--- src/rtl/core/frame_parser_crc32_check_core_assert.svh ---
// ----------------------------------------------------------------------------
// frame_parser_crc32_check_core_assert
// Assertion macros shared by the frame parser RTL.
// ----------------------------------------------------------------------------
`ifndef FRAME_PARSER_CRC32_CHECK_CORE_ASSERT_SVH
`define FRAME_PARSER_CRC32_CHECK_CORE_ASSERT_SVH

// Assert that an implication holds on every clock edge outside reset.
`define FPC_ASSERT_IMP(label, clk, rst, ante, cons, msg) \
  label: assert property (@(posedge clk) disable iff (rst) (ante) |-> (cons)) else $error(msg);

// Assert that the consequent holds in the cycle after the antecedent.
`define FPC_ASSERT_NEXT(label, clk, rst, ante, cons, msg) \
  label: assert property (@(posedge clk) disable iff (rst) (ante) |=> (cons)) else $error(msg);

`endif

--- src/rtl/core/fpc_pkg.sv ---
// ----------------------------------------------------------------------------
// fpc_pkg
// Types and constants shared by the frame parser with CRC-32 check.
// ----------------------------------------------------------------------------
package fpc_pkg;

  localparam logic [31:0] ALL_ONES = 32'hFFFF_FFFF;
  localparam logic [31:0] CRC_POLY = 32'hEDB8_8320;

  localparam logic [2:0] REG_BIG_ENDIAN  = 3'd0;
  localparam logic [2:0] REG_HEADER_LEN  = 3'd1;
  localparam logic [2:0] REG_LENGTH_LEN  = 3'd2;
  localparam logic [2:0] REG_COMMAND_LEN = 3'd3;
  localparam logic [2:0] REG_CRC_SEED    = 3'd4;

  typedef enum logic [2:0] {
    PH_HEADER  = 3'd0,
    PH_LENGTH  = 3'd1,
    PH_COMMAND = 3'd2,
    PH_PAYLOAD = 3'd3,
    PH_TRAILER = 3'd4
  } phase_t;

  // One result request as it travels from the parser to the output stage.
  typedef struct packed {
    logic        kind;
    logic [7:0]  out_byte;
    logic [15:0] command_value;
    logic [16:0] payload_count;
    logic        crc_ok;
    logic        length_error;
  } result_t;

  // One CRC-32 byte update, reflected form.
  function automatic logic [31:0] crc_byte(input logic [31:0] c_in, input logic [7:0] b);
    logic [31:0] c;
    c = c_in ^ {24'd0, b};
    for (int k = 0; k < 8; k++) begin
      c = c[0] ? ((c >> 1) ^ CRC_POLY) : (c >> 1);
    end
    return c;
  endfunction

endpackage

--- src/rtl/core/fpc_parser.sv ---
// ----------------------------------------------------------------------------
// fpc_parser
// Front end: takes one byte a cycle while fire is high, tracks the frame
// phase, runs the CRC and issues result requests into the queue.
// ----------------------------------------------------------------------------
module fpc_parser import fpc_pkg::*; #(
  parameter int MAX_PAYLOAD = 65536
) (
  input  logic          clk,
  input  logic          rst,
  input  logic          fire,
  input  logic [7:0]    in_byte,
  input  logic          big_endian,
  input  logic [2:0]    header_len,
  input  logic [2:0]    length_field_len,
  input  logic [1:0]    command_field_len,
  input  logic [31:0]   crc_seed,
  output logic          res_valid,
  output result_t       res
);

  localparam logic [32:0] MaxPay = 33'(MAX_PAYLOAD);
  localparam int          LeftW  = $clog2(MAX_PAYLOAD + 1);

  phase_t      phase, phase_next;
  logic [2:0]  idx, idx_next;
  logic [31:0] length_accum, length_next;
  logic [15:0] command_accum, command_next;
  logic [31:0] crc_running, crc_next;
  logic [LeftW-1:0] bytes_left, left_next;
  logic [31:0] trailer_accum, trailer_next;

  logic [2:0]  hlen, llen;
  logic [1:0]  clen;
  logic [31:0] crc_base, len_base, len_full;
  logic [32:0] payload;
  logic [31:0] trail_full;

  always_comb begin
    hlen = (header_len > 3'd4) ? 3'd4 : header_len;
    llen = (length_field_len == 3'd0) ? 3'd1 :
           ((length_field_len > 3'd4) ? 3'd4 : length_field_len);
    clen = (command_field_len > 2'd2) ? 2'd2 : command_field_len;
  end

  always_comb begin
    logic        first;
    logic [2:0]  fi;
    phase_t      ph;
    first = (phase == PH_HEADER) && (idx == 3'd0);
    crc_base = first ? (crc_seed ^ ALL_ONES) : crc_running;
    len_base = first ? 32'd0 : length_accum;
    phase_next = phase;
    idx_next = idx;
    length_next = len_base;
    command_next = first ? 16'd0 : command_accum;
    trailer_next = first ? 32'd0 : trailer_accum;
    left_next = first ? '0 : bytes_left;
    crc_next = crc_base;
    res_valid = 1'b0;
    res = '0;
    len_full = '0;
    payload = '0;
    trail_full = '0;
    ph = phase;
    fi = idx;
    // Resolve skipped parts first: empty header, command or payload.
    if (ph == PH_HEADER && fi >= hlen) begin
      ph = PH_LENGTH;
      fi = 3'd0;
    end
    if (ph == PH_COMMAND && fi >= {1'b0, clen}) begin
      ph = PH_PAYLOAD;
      fi = 3'd0;
    end
    if (ph == PH_PAYLOAD && left_next == '0) begin
      ph = PH_TRAILER;
      fi = 3'd0;
    end
    case (ph)
      PH_HEADER: begin
        crc_next = crc_byte(crc_base, in_byte);
        phase_next = PH_HEADER;
        idx_next = fi + 3'd1;
      end
      PH_LENGTH: begin
        crc_next = crc_byte(crc_base, in_byte);
        if (big_endian) len_full = {len_base[23:0], in_byte};
        else len_full = len_base | ({24'd0, in_byte} << {fi[1:0], 3'b000});
        length_next = len_full;
        if ((fi + 3'd1) < llen) begin
          phase_next = PH_LENGTH;
          idx_next = fi + 3'd1;
        end else begin
          payload = {1'b0, len_full} - {31'd0, clen} - 33'd4;
          if (len_full < ({30'd0, clen} + 32'd4) || payload > MaxPay) begin
            res_valid = 1'b1;
            res.kind = 1'b1;
            res.length_error = 1'b1;
            phase_next = PH_HEADER;
            idx_next = 3'd0;
          end else begin
            length_next = payload[31:0];
            left_next = payload[LeftW-1:0];
            phase_next = PH_COMMAND;
            idx_next = 3'd0;
          end
        end
      end
      PH_COMMAND: begin
        crc_next = crc_byte(crc_base, in_byte);
        if (big_endian) command_next = {command_next[7:0], in_byte};
        else command_next = command_next | ({8'd0, in_byte} << {fi[0], 3'b000});
        phase_next = PH_COMMAND;
        idx_next = fi + 3'd1;
      end
      PH_PAYLOAD: begin
        crc_next = crc_byte(crc_base, in_byte);
        left_next = left_next - LeftW'(1);
        res_valid = 1'b1;
        res.out_byte = in_byte;
        phase_next = PH_PAYLOAD;
        idx_next = 3'd0;
      end
      PH_TRAILER: begin
        if (big_endian) trail_full = {trailer_next[23:0], in_byte};
        else trail_full = trailer_next | ({24'd0, in_byte} << {fi[1:0], 3'b000});
        trailer_next = trail_full;
        if ((fi + 3'd1) < 3'd4) begin
          phase_next = PH_TRAILER;
          idx_next = fi + 3'd1;
        end else begin
          res_valid = 1'b1;
          res.kind = 1'b1;
          res.command_value = command_next;
          res.payload_count = length_next[16:0];
          res.crc_ok = ((crc_base ^ ALL_ONES) == trail_full);
          phase_next = PH_HEADER;
          idx_next = 3'd0;
        end
      end
      default: begin
        phase_next = PH_HEADER;
        idx_next = 3'd0;
      end
    endcase
    if (!fire) res_valid = 1'b0;
  end

  always_ff @(posedge clk) begin
    if (rst) begin
      phase <= PH_HEADER;
      idx <= 3'd0;
      crc_running <= ALL_ONES;
      length_accum <= '0;
      command_accum <= '0;
      bytes_left <= '0;
      trailer_accum <= '0;
    end else if (fire) begin
      phase <= phase_next;
      idx <= idx_next;
      crc_running <= crc_next;
      length_accum <= length_next;
      command_accum <= command_next;
      bytes_left <= left_next;
      trailer_accum <= trailer_next;
    end
  end

endmodule

--- src/rtl/core/fpc_queue.sv ---
// ----------------------------------------------------------------------------
// fpc_queue
// Back end: a two-entry queue of result requests that drives the output
// channel, so the parser keeps taking bytes while a result waits.
// ----------------------------------------------------------------------------
`include "frame_parser_crc32_check_core_assert.svh"
module fpc_queue import fpc_pkg::*; (
  input  logic    clk,
  input  logic    rst,
  input  logic    wr,
  input  result_t wdata,
  input  logic    rd,
  output logic    full,
  output logic    nonempty,
  output result_t rdata
);

  result_t     mem [2];
  logic        wp, rp;
  logic [1:0]  count;

  assign full = (count == 2'd2);
  assign nonempty = (count != 2'd0);
  assign rdata = mem[rp];

  always_ff @(posedge clk) begin
    if (wr) mem[wp] <= wdata;
  end

  always_ff @(posedge clk) begin
    if (rst) begin
      wp <= 1'b0;
      rp <= 1'b0;
      count <= 2'd0;
    end else begin
      if (wr) wp <= ~wp;
      if (rd) rp <= ~rp;
      count <= count + {1'b0, wr} - {1'b0, rd};
    end
  end

  `FPC_ASSERT_IMP(a_no_overflow, clk, rst, full, !wr, "queue written while full")
  `FPC_ASSERT_IMP(a_no_underflow, clk, rst, !nonempty, !rd, "queue read while empty")
  `FPC_ASSERT_IMP(a_count_range, clk, rst, 1'b1, count <= 2'd2, "queue count out of range")

endmodule

--- src/rtl/core/frame_parser_crc32_check_core.sv ---
// ----------------------------------------------------------------------------
// frame_parser_crc32_check_core
// Length-prefixed frame parser with CRC-32 check.
// ----------------------------------------------------------------------------
// The block takes one frame byte per clock with no bubbles while the output
// keeps up: the parser processes each byte with one table-free CRC-32 byte
// update plus field assembly, and its result, if any, reaches the output
// queue in the same cycle. A two-entry queue sits in front of the output
// channel; input stalls only when that queue is full.
`include "frame_parser_crc32_check_core_assert.svh"
module frame_parser_crc32_check_core import fpc_pkg::*; #(
  parameter int MAX_PAYLOAD = 65536
) (
  input  logic        clk,
  input  logic        rst,
  input  logic        cfg_we,
  input  logic [2:0]  cfg_index,
  input  logic [31:0] cfg_data,
  input  logic        in_valid,
  output logic        in_stall,
  input  logic [7:0]  in_byte,
  output logic        out_valid,
  input  logic        out_stall,
  output logic        kind,
  output logic [7:0]  out_byte,
  output logic [15:0] command_value,
  output logic [16:0] payload_count,
  output logic        crc_ok,
  output logic        length_error
);

  logic        big_endian;
  logic [2:0]  header_len, length_field_len;
  logic [1:0]  command_field_len;
  logic [31:0] crc_seed;
  logic        fire, res_valid, q_full, q_rd;
  result_t     res, q_data;

  always_ff @(posedge clk) begin
    if (rst) begin
      big_endian <= 1'b1;
      header_len <= 3'd2;
      length_field_len <= 3'd2;
      command_field_len <= 2'd2;
      crc_seed <= 32'd0;
    end else if (cfg_we) begin
      case (cfg_index)
        REG_BIG_ENDIAN:  big_endian <= cfg_data[0];
        REG_HEADER_LEN:  header_len <= cfg_data[2:0];
        REG_LENGTH_LEN:  length_field_len <= cfg_data[2:0];
        REG_COMMAND_LEN: command_field_len <= cfg_data[1:0];
        REG_CRC_SEED:    crc_seed <= cfg_data;
        default: ;
      endcase
    end
  end

  assign in_stall = q_full;
  assign fire = in_valid && !q_full;
  assign q_rd = out_valid && !out_stall;

  fpc_parser #(.MAX_PAYLOAD(MAX_PAYLOAD)) u_parser (
    .clk(clk), .rst(rst), .fire(fire), .in_byte(in_byte),
    .big_endian(big_endian), .header_len(header_len),
    .length_field_len(length_field_len), .command_field_len(command_field_len),
    .crc_seed(crc_seed), .res_valid(res_valid), .res(res)
  );

  fpc_queue u_queue (
    .clk(clk), .rst(rst), .wr(res_valid), .wdata(res), .rd(q_rd),
    .full(q_full), .nonempty(out_valid), .rdata(q_data)
  );

  assign kind = q_data.kind;
  assign out_byte = q_data.out_byte;
  assign command_value = q_data.command_value;
  assign payload_count = q_data.payload_count;
  assign crc_ok = q_data.crc_ok;
  assign length_error = q_data.length_error;

  `FPC_ASSERT_IMP(a_result_needs_byte, clk, rst, res_valid, fire, "result without byte")
  `FPC_ASSERT_IMP(a_lerr_is_status, clk, rst, out_valid && length_error, kind && !crc_ok,
                  "length error on non-status")
  `FPC_ASSERT_NEXT(a_stall_holds, clk, rst, out_valid && out_stall, out_valid,
                   "output dropped while stalled")

endmodule
--- config.mk ---
export PLATFORM = sky130hd
export DESIGN_NAME = frame_parser_crc32_check_core
export DESIGN_NICKNAME = d
export VERILOG_FILES = /design/src/rtl/core/fpc_pkg.sv /design/src/rtl/core/fpc_parser.sv /design/src/rtl/core/fpc_queue.sv /design/src/rtl/core/frame_parser_crc32_check_core.sv
export VERILOG_INCLUDE_DIRS = /design/src /design/src/rtl/core
export SDC_FILE = /design/constraint.sdc
export NUM_CORES = 1
export LEC_CHECK = 0
export BUFFER_PORTS_ARGS = -buffer_cell sky130_fd_sc_hd__clkbuf_2
export CAP_MARGIN = 20
export CORE_UTILIZATION = 55
export CTS_CLUSTER_DIAMETER = 60
export DETAILED_ROUTE_END_ITERATION = 8
export PLACE_DENSITY = 0.78
export SETUP_SLACK_MARGIN = 0.02
export SYNTH_ARGS = -nofsm -noshare
export SYNTH_HDL_FRONTEND = slang
export SYNTH_SLANG_ARGS = --single-unit
--- constraint.sdc ---
create_clock -name clk -period 10.3 [get_ports clk]
set_input_delay 1.03 -clock clk [delete_from_list [all_inputs] [get_ports clk]]
set_output_delay 1.03 -clock clk [all_outputs]
set_load 0.02 [all_outputs]
==> impl_metrics.py <==
metrics = {
    "run_status": {
        "status": "complete, no violations",
    },
    "final_layout": {
        "final_core_util_pct": 62.7,
        "finalInstanceArea_um2": 17000,
        "drive_gt1_share_pct": 14.7,
        "fillCellCount": 2360,
        "multi_input_area_um2": 8470,
        "syn_to_final_growth_pct": 11.0,
        "final-seq-area_um2": 6270,
        "layout.nets": 1836,
    },
    "synthesis": {
        "synth_fa_ha_area_share_pct": 1.57,
        "async_flop_share_pct": 0,
        "yosysWarnings": 0,
        "syn_nets": 1824,
        "synth_cell_types": 86,
        "synth-simple-area-share_pct": 19.7,
        "avgSynthCellArea_um2": 8.72,
        "netlist.area_leader.share_pct": 23.6,
        "synth_xor_area_share_pct": 7.71,
        "ys.flop_type": "dfxtp_1",
        "synth-compound-area-share_pct": 20.0,
        "synth-seq-cells": 269,
        "synth.area.top_cells": "dfxtp_1 (24%), edfxtp_1 (17%), xnor2_1 (5.5%)",
        "syn_area_um2": 15300,
        "syn-instance-count": 1758,
        "synthMuxAreaShare_pct": 5.95,
        "synth_area_leader_cell": "dfxtp_1",
        "synth-edff-count": 88,
        "synth_top_family_by_area": "compound AO/OA/AOI/OAI gates",
        "ys_seq_area_share_pct": 40.9,
    },
    "cts": {
        "clk_latency_ns": 0.57,
        "path_clk_slew_ns": 0.06,
        "tritoncts": "done",
        "cts_buffers": 31,
        "postCtsHoldBufs": 0,
        "clockBufferDepth": 3,
        "cts_resized": 0,
        "root_buffer": "clkbuf_16",
        "cts.sinks": 269,
        "cts_setup_buffers": 0,
        "htree_levels": 1,
    },
    "floorplan": {
        "num_rows": 60,
        "die-width_um": 169,
        "io_pins": 94,
        "die_h_um": 169,
        "die_area_um2": 28600,
        "start_util_pct": 56.4,
        "core-area_um2": 27200,
    },
    "sta": {
        "worstMarginPinSlew_ns": 1.08,
        "hold_slack_ns": 0.451,
        "finalMaxSlewViolations": 0,
        "fmax_ghz": 0.118,
        "finalCritPeriodShare_pct": 82.2,
        "setup_viol": 0,
        "finalClockSkew_ns": 0.0179,
        "relSlewSlack_pct": 27.4,
        "hold_violations": 0,
        "setup_tns_ns": 0,
        "rsz0062_at_grt": "false",
        "layout_min_cycle_time_ns": 8.47,
    },
    "worst_setup_path": {
        "worstSetupEndpointType": "flop",
        "critPathArrivalTime_ns": 8.65,
        "startpoint_type": "flop",
        "worst_ep_required_time_ns": 10.49,
        "reg2reg_from": "u_parser.idx[0]",
        "crit_path_max_fanout": 44,
        "path_class": "flop to flop",
        "timing.rr.end": "u_queue.mem[1][1]",
        "rrSetupSlack_ns": 1.83,
        "rr_worst_depth": 25,
    },
    "route": {
        "first_pass_iters": 6,
        "wl_per_cell_um": 20.7,
        "ant_nets": 0,
        "drt-initial-drc-count": 1967,
        "drc": 0,
        "vias": 13800,
        "routed_wl_mm": 44.9,
        "vias_per_cell": 6.36,
    },
    "grt": {
        "grt_pass1_wl_mm": 69.7,
        "grt_overflow": 0,
        "grt_antenna_before_repair": 2,
        "grt_max_degree": 95,
        "grtUsageTotal_pct": 30.8,
        "grt_pass1_vias": 12500,
    },
    "placed_design": {
        "gp_congestion": 0.992,
        "port_buffers": 93,
        "hpwl_mm": 30.3,
        "dpl_cell_area_um2": 15900,
    },
    "worst_hold_path": {
        "hold_class": "flop to flop",
        "worstHoldPathCells": 2,
        "hold_start": "crc_seed[19]",
        "hold_end": "crc_seed[19]",
    },
    "power": {
        "p_leak_nw": 6.44,
        "peakVddDrop_mv": 0.219,
        "p_per_area_nw_per_um2": 298,
    },
    "flow_run": {
        "max_cap_violations": 0,
    },
}
[registers in the layout (all words and copies together) (netlist names), 3 cells and up, named ones only]
register / flops
u_queue.mem: 88
crc_seed: 32
u_parser.crc_running: 32
u_parser.length_accum: 32
u_parser.trailer_accum: 32
u_parser.bytes_left: 17
u_parser.command_accum: 16
header_len: 3
length_field_len: 3
u_parser.idx: 3
u_parser.phase: 3
[where the power goes]
| part | internal, mW | total [mW] | switching, mW |
|---|---|---|---|
| sequential | 1.20 | 1.31 | 0.111 |
| combinational | 1.04 | 2.69 | 1.65 |
| clock | 0.621 | 1.08 | 0.460 |
[logic make-up after synthesis]
| logic type | count (synthesis) |
|---|---|
| muxes | 84 |
| xor gates and xnor gates | 135 |
| buffers and inverters | 162 |
| adders and majority gates | 18 |
| AOI/OAI and AO/OA | 450 |
| and+or+nand+nor | 640 |
| DFF | 269 |
[per-stage QoR]
stage | std cells | power (mW) | setup slack, ns
after floorplan | 1758 | 3.36 | 0.673
after global placement | 2106 | 3.93 | 2.14
after detailed placement | 2107 | 3.95 | 1.90
after CTS | 2165 | 5.04 | 1.87
after global routing | 2167 | 5.37 | 1.22
final | 2168 | 5.08 | 1.83
[cell usage after synthesis, types with 21 or more instances]
library cell,count
a221oi_1,21
dfxtp_1,181
nand2_1,204
a22oi_1,64
xor2_1,39
a21oi_1,96
edfxtp_1,88
o211ai_1,27
xnor2_1,96
mux2_2,57
nand3_1,49
inv_1,21
nor2_1,180
clkbuf_1,112
mux2i_1,27
nor3_1,45
o21ai_0,72
and3_1,43
[worst max path at each step]
stage                      startpoint                 end  slack, ns  depth (start not counted)
floorplan           u_parser.phase[2]   u_queue.mem[0][0]       0.67                         34
detailed placement    u_parser.idx[0]   u_queue.mem[1][1]       1.90                         25
CTS                   u_parser.idx[0]  u_queue.mem[1][19]       1.87                         25
global placement      u_parser.idx[0]   u_queue.mem[1][1]       2.14                         25
global route          u_parser.idx[0]  u_queue.mem[1][17]       1.22                         25
finish                u_parser.idx[0]   u_queue.mem[1][1]       1.83                         25
[metal layers]
metal	part of all wire, %	global-route usage (%)	wire (µm)
met1	45	44.6	20000
met3	8.9	4.72	4020
met4	2.4	9.20	1090
met2	44	47.4	19800
met5	0	0	0
[layout make-up]
class | instances | share of cell area [%]
clock inverters | 21 | 1.26
inverters | 23 | 0.507
repair buffers | 118 | 4.13
flip-flops and latches | 269 | 36.8
well taps | 372 | 2.73
diodes | 1 | 0.0147
clock buffers | 37 | 4.75
multi-input cells | 1327 | 49.8
[cells in the final DEF (no fill, tap or decap), types with 23 or more instances in the layout]
cell type / instances
mux2_2: 57
a21oi_1: 96
clkbuf_2: 92
nor2_1: 179
xor2_1: 38
o211ai_1: 27
o21ai_0: 72
nor3_1: 42
dfxtp_1: 179
clkbuf_16: 31
a22oi_1: 64
nand2_1: 203
nand3_1: 49
buf_4: 23
mux2i_1: 27
edfxtp_1: 88
xnor2_1: 96
and3_1: 43
[critical path, stage by stage, from the launching register on]
cell and delay [ns]:
dfxtp_1 0.48, inv_1 0.11, ha_1 0.29, nand2b_1 0.17
a31o_2 0.27, nand2_1 0.10, nand2_1 0.07, ha_1 0.29
nand2b_1 0.17, a2111o_1 0.48, o211ai_2 0.36, nand2_1 0.11
buf_4 0.26, a22o_1 0.30, ha_1 0.21, ha_1 0.29
a21o_1 0.21, a2111oi_0 0.39, a31oi_1 0.25, nor3_1 0.78
mux2i_1 0.26, o21ai_1 0.08, or4_4 0.57, o311ai_1 0.62
a31oi_1 0.30, and2_2 0.62
No activity file was read; power rests on OpenSTA's default activity.
